File: config.mk
export PLATFORM = sky130hd
export DESIGN_NAME = rc_pulse_width_capture_flat
export DESIGN_NICKNAME = d
export VERILOG_FILES = /design/src/sv/rpwc_pkg.sv /design/src/sv/rpwc_event_if.sv /design/src/sv/rpwc_pulse_if.sv /design/src/sv/rc_pulse_width_capture.sv /design/src/flat_wrapper.sv
export SDC_FILE = /design/constraint.sdc
export NUM_CORES = 1
export LEC_CHECK = 0
export ABC_AREA = 1
export ABC_CLOCK_PERIOD_IN_PS = 5500
export BUFFER_PORTS_ARGS = -buffer_cell sky130_fd_sc_hd__buf_2
export CAP_MARGIN = 20
export CORE_ASPECT_RATIO = 0.9
export CORE_MARGIN = 8
export CORE_UTILIZATION = 43
export CTS_CLUSTER_DIAMETER = 60
export DETAILED_ROUTE_END_ITERATION = 16
export GPL_TIMING_DRIVEN = 1
export PLACE_DENSITY = 0.58
export SETUP_SLACK_MARGIN = 0.1
export SYNTH_ARGS = -nofsm -noshare
export SYNTH_HDL_FRONTEND = slang
export SYNTH_SLANG_ARGS = --single-unit
File: constraint.sdc
create_clock -name clk -period 5.5 [get_ports clk]
set_clock_uncertainty 0.2 [all_clocks]
set_input_delay 0.275 -clock clk [delete_from_list [all_inputs] [get_ports clk]]
set_output_delay 0.275 -clock clk [all_outputs]
set_load 0.05 [all_outputs]
File: src/sv/rpwc_pkg.sv
`timescale 1ns / 1ps

package rpwc_pkg;

	localparam int NUM_CHANNELS_DEFAULT = 6;

	localparam int TIME_W  = 32;
	localparam int GAP_W   = 20;
	localparam int WIDTH_W = 16;
	localparam int CFG_W   = 20;
	localparam int CFG_IDX_W = 2;

	typedef enum logic [CFG_IDX_W-1:0] {
		REG_GAP_MIN   = 2'd0,
		REG_GAP_MAX   = 2'd1,
		REG_WIDTH_MIN = 2'd2,
		REG_WIDTH_MAX = 2'd3
	} cfg_reg_t;

	localparam logic [GAP_W-1:0]   GAP_MIN_RESET   = 20'd10000;
	localparam logic [GAP_W-1:0]   GAP_MAX_RESET   = 20'd26000;
	localparam logic [WIDTH_W-1:0] WIDTH_MIN_RESET = 16'd800;
	localparam logic [WIDTH_W-1:0] WIDTH_MAX_RESET = 16'd2200;

endpackage

File: src/sv/rpwc_event_if.sv
`timescale 1ns / 1ps

interface rpwc_event_if #(
	parameter int NUM_CHANNELS = rpwc_pkg::NUM_CHANNELS_DEFAULT
);
	logic                        valid;
	logic                        ready;
	logic [NUM_CHANNELS-1:0]     pin_levels;
	logic [rpwc_pkg::TIME_W-1:0] timestamp_us;

	modport source (output valid, output pin_levels, output timestamp_us, input ready);
	modport sink (input valid, input pin_levels, input timestamp_us, output ready);
endinterface

File: src/sv/rpwc_pulse_if.sv
`timescale 1ns / 1ps

interface rpwc_pulse_if #(
	parameter int CH_W = 3
);
	logic                         valid;
	logic                         ready;
	logic [CH_W-1:0]              channel;
	logic [rpwc_pkg::WIDTH_W-1:0] pulse_width_us;
	logic                         last;

	modport source (output valid, output channel, output pulse_width_us, output last,
		input ready);
	modport sink (input valid, input channel, input pulse_width_us, input last,
		output ready);
endinterface

File: src/sv/rc_pulse_width_capture.sv
`timescale 1ns / 1ps

// Channel   Direction  Transaction
// events    sink       pin_levels, timestamp_us of one pin-change event
// pulses    source     channel, pulse_width_us, last of one good pulse
// cfg       write      cfg_we, cfg_index, cfg_wdata (no read-back)
//
// An event is accepted in ST_IDLE, then passes one channel at a time through the
// shared subtract-and-window-compare unit in ST_SCAN, and ST_FLUSH releases the held result, if any.
// The scan and the flush wait only while the output register is still occupied.
// arst_n clears levels, stamps, arm flags and loads the default windows.
// The newest result is held back one step so that last can be set on it.

module rc_pulse_width_capture #(
	parameter int NUM_CHANNELS = rpwc_pkg::NUM_CHANNELS_DEFAULT,
	parameter int CH_W = (NUM_CHANNELS > 1) ? $clog2(NUM_CHANNELS) : 1
) (
	input  logic                           clk,
	input  logic                           arst_n,
	rpwc_event_if.sink                     events,
	rpwc_pulse_if.source                   pulses,
	input  logic                           cfg_we,
	input  logic [rpwc_pkg::CFG_IDX_W-1:0] cfg_index,
	input  logic [rpwc_pkg::CFG_W-1:0]     cfg_wdata
);
	import rpwc_pkg::*;

	typedef enum logic [1:0] {
		ST_IDLE,
		ST_SCAN,
		ST_FLUSH
	} state_t;

	localparam logic [CH_W-1:0] LAST_CH = CH_W'(NUM_CHANNELS - 1);

	state_t state_q;

	logic [GAP_W-1:0]   gap_min_q;
	logic [GAP_W-1:0]   gap_max_q;
	logic [WIDTH_W-1:0] width_min_q;
	logic [WIDTH_W-1:0] width_max_q;

	logic [NUM_CHANNELS-1:0] prev_levels_q;
	logic [NUM_CHANNELS-1:0] levels_q;
	logic [NUM_CHANNELS-1:0] changed_q;
	logic [TIME_W-1:0]       now_q;
	logic [TIME_W-1:0]       rise_q [NUM_CHANNELS];
	logic [TIME_W-1:0]       fall_q [NUM_CHANNELS];
	logic [NUM_CHANNELS-1:0] armed_q;
	logic [CH_W-1:0]         ch_q;

	logic               pend_valid_q;
	logic [CH_W-1:0]    pend_ch_q;
	logic [WIDTH_W-1:0] pend_width_q;

	logic               out_valid_q;
	logic [CH_W-1:0]    out_ch_q;
	logic [WIDTH_W-1:0] out_width_q;
	logic               out_last_q;

	// Shared unit: one wrapped subtraction and a window compare per cycle, held while the scan stalls.
	logic              rising;
	logic [TIME_W-1:0] stamp;
	logic [TIME_W-1:0] win_lo;
	logic [TIME_W-1:0] win_hi;
	logic [TIME_W-1:0] span;
	logic              in_window;
	logic              hit;
	logic              slot_free;
	logic              ch_stall;

	always_comb begin
		rising = levels_q[ch_q];
		if (rising) begin
			stamp  = fall_q[ch_q];
			win_lo = TIME_W'(gap_min_q);
			win_hi = TIME_W'(gap_max_q);
		end else begin
			stamp  = rise_q[ch_q];
			win_lo = TIME_W'(width_min_q);
			win_hi = TIME_W'(width_max_q);
		end
		span      = now_q - stamp;
		in_window = (span >= win_lo) && (span <= win_hi);
		hit       = changed_q[ch_q] && !rising && armed_q[ch_q] && in_window;
		slot_free = !out_valid_q || pulses.ready;
		ch_stall  = hit && pend_valid_q && !slot_free;
	end

	assign events.ready          = (state_q == ST_IDLE);
	assign pulses.valid          = out_valid_q;
	assign pulses.channel        = out_ch_q;
	assign pulses.pulse_width_us = out_width_q;
	assign pulses.last           = out_last_q;

	always_ff @(posedge clk or negedge arst_n) begin
		if (!arst_n) begin
			gap_min_q   <= GAP_MIN_RESET;
			gap_max_q   <= GAP_MAX_RESET;
			width_min_q <= WIDTH_MIN_RESET;
			width_max_q <= WIDTH_MAX_RESET;
		end else if (cfg_we) begin
			unique case (cfg_reg_t'(cfg_index))
				REG_GAP_MIN:   gap_min_q   <= cfg_wdata[GAP_W-1:0];
				REG_GAP_MAX:   gap_max_q   <= cfg_wdata[GAP_W-1:0];
				REG_WIDTH_MIN: width_min_q <= cfg_wdata[WIDTH_W-1:0];
				REG_WIDTH_MAX: width_max_q <= cfg_wdata[WIDTH_W-1:0];
				default:       ;
			endcase
		end
	end

	always_ff @(posedge clk or negedge arst_n) begin
		if (!arst_n) begin
			state_q       <= ST_IDLE;
			prev_levels_q <= '0;
			levels_q      <= '0;
			changed_q     <= '0;
			now_q         <= '0;
			armed_q       <= '0;
			ch_q          <= '0;
			pend_valid_q  <= 1'b0;
			pend_ch_q     <= '0;
			pend_width_q  <= '0;
			out_valid_q   <= 1'b0;
			out_ch_q      <= '0;
			out_width_q   <= '0;
			out_last_q    <= 1'b0;
			for (int i = 0; i < NUM_CHANNELS; i++) begin
				rise_q[i] <= '0;
				fall_q[i] <= '0;
			end
		end else begin
			if (out_valid_q && pulses.ready) begin
				out_valid_q <= 1'b0;
			end
			unique case (state_q)
				ST_IDLE: begin
					if (events.valid) begin
						levels_q      <= events.pin_levels;
						changed_q     <= events.pin_levels ^ prev_levels_q;
						prev_levels_q <= events.pin_levels;
						now_q         <= events.timestamp_us;
						ch_q          <= '0;
						state_q       <= ST_SCAN;
					end
				end
				ST_SCAN: begin
					if (!ch_stall) begin
						if (changed_q[ch_q]) begin
							if (rising) begin
								rise_q[ch_q]  <= now_q;
								armed_q[ch_q] <= in_window;
							end else begin
								fall_q[ch_q] <= now_q;
							end
						end
						if (hit) begin
							armed_q[ch_q] <= 1'b0;
							// A newer result exists, so the held one is not the last.
							if (pend_valid_q) begin
								out_valid_q <= 1'b1;
								out_ch_q    <= pend_ch_q;
								out_width_q <= pend_width_q;
								out_last_q  <= 1'b0;
							end
							pend_valid_q <= 1'b1;
							pend_ch_q    <= ch_q;
							pend_width_q <= span[WIDTH_W-1:0];
						end
						if (ch_q == LAST_CH) begin
							state_q <= ST_FLUSH;
						end else begin
							ch_q <= ch_q + 1'b1;
						end
					end
				end
				ST_FLUSH: begin
					if (!pend_valid_q) begin
						state_q <= ST_IDLE;
					end else if (slot_free) begin
						out_valid_q  <= 1'b1;
						out_ch_q     <= pend_ch_q;
						out_width_q  <= pend_width_q;
						out_last_q   <= 1'b1;
						pend_valid_q <= 1'b0;
						state_q      <= ST_IDLE;
					end
				end
				default: state_q <= ST_IDLE;
			endcase
		end
	end

endmodule

File: src/flat_wrapper.sv
// flat-port wrapper written by rule: the top's interface ports become plain ports
module rc_pulse_width_capture_flat import rpwc_pkg::*;
#(
	parameter int NUM_CHANNELS = rpwc_pkg::NUM_CHANNELS_DEFAULT,
	parameter int CH_W = (NUM_CHANNELS > 1) ? $clog2(NUM_CHANNELS) : 1
)
  (clk, arst_n, cfg_we, cfg_index, cfg_wdata, events_valid, events_pin_levels, events_timestamp_us, events_ready, pulses_valid, pulses_channel, pulses_pulse_width_us, pulses_last, pulses_ready);
  rpwc_event_if #(.NUM_CHANNELS(NUM_CHANNELS)) events_i ();
  rpwc_pulse_if #(.CH_W(CH_W)) pulses_i ();
  input  logic clk;
  input  logic arst_n;
  input  logic cfg_we;
  input  logic [rpwc_pkg::CFG_IDX_W-1:0] cfg_index;
  input  logic [rpwc_pkg::CFG_W-1:0] cfg_wdata;
  input wire logic [$bits(events_i.valid)-1:0] events_valid;
  input wire logic [$bits(events_i.pin_levels)-1:0] events_pin_levels;
  input wire logic [$bits(events_i.timestamp_us)-1:0] events_timestamp_us;
  output wire logic [$bits(events_i.ready)-1:0] events_ready;
  output wire logic [$bits(pulses_i.valid)-1:0] pulses_valid;
  output wire logic [$bits(pulses_i.channel)-1:0] pulses_channel;
  output wire logic [$bits(pulses_i.pulse_width_us)-1:0] pulses_pulse_width_us;
  output wire logic [$bits(pulses_i.last)-1:0] pulses_last;
  input wire logic [$bits(pulses_i.ready)-1:0] pulses_ready;
  assign events_i.valid = events_valid;
  assign events_i.pin_levels = events_pin_levels;
  assign events_i.timestamp_us = events_timestamp_us;
  assign events_ready = events_i.ready;
  assign pulses_valid = pulses_i.valid;
  assign pulses_channel = pulses_i.channel;
  assign pulses_pulse_width_us = pulses_i.pulse_width_us;
  assign pulses_last = pulses_i.last;
  assign pulses_i.ready = pulses_ready;
  rc_pulse_width_capture #(.NUM_CHANNELS(NUM_CHANNELS), .CH_W(CH_W)) u_core (.clk(clk), .arst_n(arst_n), .events(events_i), .pulses(pulses_i), .cfg_we(cfg_we), .cfg_index(cfg_index), .cfg_wdata(cfg_wdata));
endmodule
==> summary.txt, run 1 <==
Die
  • Die X: 284 um
  • Die area: 73200 um2
  • Rows: 88
  • Initial Util: 0.435
  • Io pins: 87
  • Std-Cell Core Area: 64100 um2
  • DIE HEIGHT: 257 um

Setup path
  • Critical Path Start Type: flop
  • Worst-path fanout max: 9
  • Required @ worst endpoint: 5.84 ns
  • Crit path max-delay cell type: dfrtp_2
  • Arr. time, crit path: 6.22 ns
  • Setup CP Type: reg -> reg
  • Critical Path Max Stage Delay: 0.45 ns
  • Crit. End Element: flop

Clock tree
  • Clock latency at the later pin of the worst-skew pair: 0.61 ns
  • Inserted Clock Buffers: 66
  • CTS tree: done
  • Root Driver: clkbuf_16
  • Clk buf depth: 3
  • H-Tree Level Count: 3
  • Clock transition at path regs: 0.06 ns
  • Sink Count: 552

Place
  • Area post-placement: 31500 um2
  • # port buffers: 86
  • Routability Congestion: 0.930
  • Worst slack, placed: -0.676 ns
  • Detail Placement HPWL: 61.4 mm

GRT
  • Overflow after GRT: 0
  • Initial antenna violation count: 0
  • First-pass GRT wire length: 155 mm
  • Gr usage total: 0.264
  • Number of global-route vias before repair: 26800
  • Largest net degree at the start of global routing: 199

Min path
  • Tightest Hold Check Type: in -> reg

Drt
  • Post-route ant nets: 0
  • Drt pass-1 iters: 5
  • WL/cell: 22.3 um
  • Post-Route WL: 106 mm
  • DR vias/cell: 5.75
  • Via count: 27500
  • Initial DRC count: 2732
  • Residual DRC: 0

Yosys
  • Post-synth cell types: 49
  • Net Count, Synth: 3507
  • Number of synthesized register bits: 552
  • Synth top area share: 0.480
  • FFs w/ async S/R, synth: 1.00
  • Synthesized area: 27900 um2
  • Sequential share of the synthesized area: 0.497
  • Synth top area cells: dfrtp_1 48%, nand2_1 16%, o21ai_0 5.7%
  • Primary FF master, synth: dfrtp_1
  • Mean post-synth cell area: 8.27 um2
  • Top post-synthesis cells by count: 1193 x nand2_1, 534 x dfrtp_1, 320 x o21ai_0
  • Yosys warnings: 0
  • Post-synthesis cell count: 3367
  • Yosys top cell by area: dfrtp_1
  • Count leader, synth: nand2_1
  • Post-synth EDFFs: 0

STA
  • Slew HR: 0.103
  • Slew Viols, Final: 0
  • Final Hold Fails: 0
  • Achievable Freq: 170 MHz
  • Endpoints failing setup: 432
  • Slew @ Worst Pin: 1.35 ns
  • RSZ-0062 raised after global routing: yes
  • Minimum clock period after layout: 5.87 ns
  • Period utilisation layout: 1.07
  • Final worst setup slack: -0.371 ns
  • Hold Worst Slack: 0.0808 ns

Cells and area
  • Antenna cells: 0
  • Layout Nets: 4010
  • Final Core Density: 0.604
  • Synth-to-Final Area Change: 38.9%
  • Area of the multi-input gates: 13900 um2
  • Post-route cell area: 38700 um2
  • Seq. cell area: 13800 um2
  • Filler Cells Inserted: 5389
  • Ratio of cells with drive above 1 in the final layout: 0.271

Job
  • # Max-Cap Violations: 0

Outcome
  • Status: finished with violations
  • Failing checks: setup timing
worst max-delay path: cells and delay by family (launching register included):
kind	cells	cell delay [ns]
xor+xnor	1	0.17
simple gates	20	2.37
fa+ha+maj	2	0.49
compound gates	3	0.59
buf+inv	11	1.51
flops	1	0.45
final timing paths:
path                                                                  start                                     endpoint  slack [ns]  cells after the start
worst max-delay path                             u_core.ch_q[1]$_DFFE_PN0P_                 u_core.fall_q[6]$_DFFE_PN0P_       -0.37                     37
worst min-delay path                                           cfg_index[1]           u_core.width_max_q[11]$_DFFE_PN1P_        0.08                      3
worst max register to register                   u_core.ch_q[1]$_DFFE_PN0P_                 u_core.fall_q[6]$_DFFE_PN0P_       -0.37                     37
worst min register to register  u_core.pulses.pulse_width_us[1]$_DFFE_PN0P_  u_core.pulses.pulse_width_us[1]$_DFFE_PN0P_        0.27                      2
max in group asynchronous                                            arst_n                u_core.fall_q[14]$_DFFE_PN0P_        3.49                      3
min in group asynchronous                                            arst_n               u_core.rise_q[100]$_DFFE_PN0P_        0.14                      2
final cells by class:
class                   count  share of cell area
multi-input cells        2417               0.360
flip-flops and latches    552               0.358
repair buffers            637               0.179
clock buffers              94              0.0494
well taps                 855              0.0277
inverters                 195              0.0197
clock inverters            23             0.00611
repair inverters            1            0.000291
cells by family (layout without fill, tap and decap cells):
logic type / after synthesis / in the layout / synth area share
flops: 552 / 552 / 0.497
xor+xnor: 23 / 23 / 0.00723
mux: 39 / 39 / 0.0144
compound gates: 579 / 579 / 0.124
buf+inv: 400 / 950 / 0.0622
simple gates: 1699 / 1701 / 0.262
fa+ha+maj: 75 / 75 / 0.0340
stage by stage:
stage,instances,setup TNS (ns)
after detailed placement,4443,-246.75
final,4774,-127.11
after floorplan,3367,0
after global placement,4443,-207.26
after global routing,4774,-208.87
after CTS,4732,-56.64
registers in the layout, summed over array words and instances, names as in the netlist:
signal	flops
u_core.fall_q	192
u_core.rise_q	192
u_core.now_q	32
u_core.gap_max_q	20
u_core.gap_min_q	20
u_core.pend_width_q	16
u_core.pulses.pulse_width_us	16
u_core.width_max_q	16
u_core.width_min_q	16
u_core.armed_q	6
u_core.changed_q	6
u_core.prev_levels_q	6
u_core.ch_q	3
u_core.pend_ch_q	3
u_core.pulses.channel	3
u_core.state_q	2
u_core.pend_valid_q	1
u_core.pulses.last	1
u_core.pulses.valid	1
per-layer routing:
metal / global-route usage / part of all wire
met1: 0.351 / 0.41
met2: 0.420 / 0.45
met3: 0.0491 / 0.086
met4: 0.118 / 0.048
met5: 0 / 0
repair_timing:
item / in CTS / in global routing
pin swaps: 122 / 85
resized for setup: 393 / 218
hold buffers: 61 / 0
endpoints found under the hold margin: 227 / 0
setup endpoints to repair: 436 / 436
buffers inserted: 77 / 22
cloned: 36 / 26
layout by cell type (no fill, tap or decap), types with 8 or more instances in the layout:
cell and n:
clkbuf_1 15, nand2_4 28, o21ai_2 22, nand2_1 1023
ha_1 56, clkinv_2 10, mux2_2 9, nor2_2 13
nor2_1 95, dfrtp_1 531, clkbuf_16 88, buf_6 43
o21ai_1 53, a221oi_1 28, dfstp_2 18, buf_2 85
mux2i_1 30, a21oi_2 13, nand3_4 9, inv_1 180
buf_12 73, o2111ai_1 8, nand3_1 90, dlygate4sd3_1 61
buf_16 33, o21ai_0 245, inv_2 9, a221oi_2 12
buf_8 15, ha_4 13, nand3_2 17, nand4_1 238
a22oi_1 25, buf_4 307, clkbuf_8 11, a21oi_1 85
nand2_2 146, nand2_8 9, a22o_1 49
Power of run 1 is left out: the tool's default activity adds up to more than one toggle a clock period on the data nets, which glitch-free logic cannot reach.
==> inputs of run 2 (changes only) <==
- CTS_BUF_LIST: default -> sky130_fd_sc_hd__clkbuf_2
- CTS_CLUSTER_SIZE: default -> 12
==> run 2 against run 1 <==
Against the previous run:
- the flow still finishes with violations (setup timing)
- final cell count increased by 1.8%
- via count up 0.97%
- worst setup slack worse by 0.062 ns
- highest routed layer unchanged
- critical path depth increased by 2
- routed wire length down 2.5%
- core utilization fell by 0.78 points
- non-clock buffer count up 122
- fmax fell by 1.0%
- global-route usage rose by 0.20 points
- worst hold slack got worse by 0.023 ns
- critical endpoint is now u_core.rise_q[146]$_DFFE_PN0P_
==> summary.txt, run 2 (same netlist as run 1, synthesis figures left out) <==
Outcome
  • Status: finished with violations
  • Failing checks: setup timing

GRT
  • Initial antenna violation count: 2 (+2)
  • Gr usage total: 0.266 (+0.00198)
  • Overflow after GRT: 0 (unchanged)
  • Largest net degree at the start of global routing: 199 (unchanged)
  • Number of global-route vias before repair: 26900 (+0.38%)
  • First-pass GRT wire length: 157 mm (+0.96%)

Setup path
  • CP startpoint: u_core.ch_q[0]$_DFFE_PN0P_
  • Crit. End Element: flop
  • WP buf/inv: 9 (-2)
  • Most used cell along the critical path: nand2_1
  • Delay-heaviest family, CP: simple AND/OR/NAND/NOR gates
  • Reg2Reg Setup Slack: -0.43 ns (-0.06 ns)
  • Critical Path Max Stage Delay: 0.52 ns (+0.07 ns)
  • Critical Path Start Type: flop
  • Arr. time, crit path: 6.80 ns (+0.58 ns)
  • Required @ worst endpoint: 6.37 ns (+0.53 ns)
  • Setup CP Type: reg -> reg
  • R2R depth: 39 (+5.4%)
  • Crit path max-delay cell type: dfrtp_2
  • Worst-path fanout max: 26 (+17)
  • Worst r2r src: u_core.ch_q[0]$_DFFE_PN0P_
  • Critical R2R Capture: u_core.rise_q[146]$_DFFE_PN0P_

Die
  • Die X: 284 um (unchanged)
  • Die area: 73200 um2 (unchanged)
  • Io pins: 87 (unchanged)
  • Initial Util: 0.435 (unchanged)
  • DIE HEIGHT: 257 um (unchanged)
  • Std-Cell Core Area: 64100 um2 (unchanged)
  • Rows: 88 (unchanged)

Drt
  • Residual DRC: 0 (unchanged)
  • Post-route ant nets: 0 (unchanged)
  • WL/cell: 21.3 um (-4.2%)
  • Drt pass-1 iters: 6 (+1)
  • Via count: 27700 (+0.97%)
  • DR vias/cell: 5.70 (-0.80%)
  • Initial DRC count: 2898 (+6.1%)
  • Post-Route WL: 104 mm (-2.5%)

Clock tree
  • CTS tree: done
  • Clock latency at the later pin of the worst-skew pair: 1.25 ns (+0.64 ns)
  • Clk buf depth: 3 (unchanged)
  • Sink Count: 552 (unchanged)
  • Inserted Clock Buffers: 55 (-17%)
  • Root Driver: clkbuf_2
  • Clock transition at path regs: 0.25 ns (+0.19 ns)
  • H-Tree Level Count: 2 (-1)

Place
  • # port buffers: 86 (unchanged)
  • Area post-placement: 31500 um2 (unchanged)
  • Routability Congestion: 0.930 (unchanged)
  • Worst slack, placed: -0.676 ns (unchanged)
  • Detail Placement HPWL: 61.4 mm (unchanged)
  • Placed Cells: 4443 (unchanged)

STA
  • Endpoints failing setup: 431 (-0.23%)
  • Slew @ Worst Pin: 1.11 ns (-0.235 ns)
  • Slew Viols, Final: 0 (unchanged)
  • Final worst setup slack: -0.433 ns (-0.0621 ns)
  • Final Hold Fails: 0 (unchanged)
  • Minimum clock period after layout: 5.93 ns (+0.0621 ns)
  • Period utilisation layout: 1.08 (+0.0113)
  • Hold Worst Slack: 0.0582 ns (-0.0226 ns)
  • Achievable Freq: 169 MHz (-1.0%)
  • RSZ-0062 raised after global routing: yes
  • Slew HR: 0.257 (+0.154)

Cells and area
  • Commonest non-fill, non-tap cell in the layout: nand2_1
  • Ratio of cells with drive above 1 in the final layout: 0.256 (-0.0147)
  • Synth-to-Final Area Change: 37.1%
  • Post-route cell area: 38200 um2 (-1.3%)
  • Regs by FF count: u_core.fall_q: 192 flops, u_core.rise_q: 192 flops, u_core.now_q: 32 flops
  • Final Non-Filler Cells: 4859 (+1.8%)
  • Most frequent cells in the layout: 1040 x nand2_1, 532 x dfrtp_1, 315 x buf_4, 253 x o21ai_0, 238 x nand4_1
  • Layout Nets: 4120 (+2.7%)

Min path
  • Hold endpoint: u_core.width_max_q[15]$_DFFE_PN0P_
  • Hold path start: cfg_we
  • Tightest Hold Check Type: in -> reg
  • Hold depth: 4 (+1)

Job
  • # Max-Cap Violations: 0 (unchanged)
==> run 2: changes by cell type in the layout (fill, tap and decap cells not counted), sizes merged, moves of 2 or more <==
cell / previous run / this run
dlygate4sd3: 61 / 183
bufinv: 3 / 0
clkinv: 16 / 7
buf: 556 / 560
bufbuf: 0 / 3
inv: 198 / 196
clkbuf: 114 / 83
==> run 2: layout make-up <==
class	count	area (um2)
Clock inverter	10	78.8
Timing Repair inverter	1	16.3
Timing Repair Buffer	759	8100
Inverter	195	756
Fill cell	5540	25900
Antenna cell	1	2.50
Tap cell	855	1070
Clock buffer	70	350
Sequential cell	552	13800
Multi-Input combinational cell	2416	14000
==> run 2: repair_timing <==
| action | 4_1_cts | 5_1_grt |
|---|---|---|
| pin swaps | 70 | 27 |
| gates cloned | 41 | 18 |
| endpoints found under the hold margin | 1077 | 0 |
| hold buffers | 184 | 0 |
| gates resized for setup | 362 | 209 |
| setup buffers | 82 | 13 |
| endpoints found under the setup margin | 436 | 436 |
==> run 2: tightest hold or removal path, cell delays in order <==
cell	delay [ns]
dlygate4sd3_1	0.54
buf_2	0.14
nand3_1	0.29
o21ai_0	0.12
==> run 2: worst max path at each step <==
stage                                endpoint  slack, ns  cells past startpoint
6_report       u_core.rise_q[146]$_DFFE_PN0P_      -0.43                     39
3_5_place_dp    u_core.fall_q[67]$_DFFE_PN0P_      -0.68                     35
2_1_floorplan  u_core.fall_q[161]$_DFFE_PN0P_       0.12                     42
3_3_place_gp    u_core.fall_q[82]$_DFFE_PN0P_      -0.60                     37
5_1_grt        u_core.rise_q[119]$_DFFE_PN0P_      -0.61                     40
4_1_cts         u_core.rise_q[91]$_DFFE_PN0P_      -0.22                     35
==> run 2: metrics by stage <==
stage	TNS, ns	util
detailed placement	-246.75	0.492
finish	-125.99	0.596
floorplan	0	-
CTS	-45.75	0.578
global placement	-207.26	0.492
global route	-209.81	0.596
==> run 2: per-layer routing <==
layer / up-vias / track usage / share of wire
met1: 13500 / 0.365 / 0.42
met5: - / 0 / 0
met3: 274 / 0.0396 / 0.083
li1: 12600 / - / -
met2: 1354 / 0.427 / 0.45
met4: 0 / 0.0962 / 0.044
Power of run 2 is left out for the same reason.
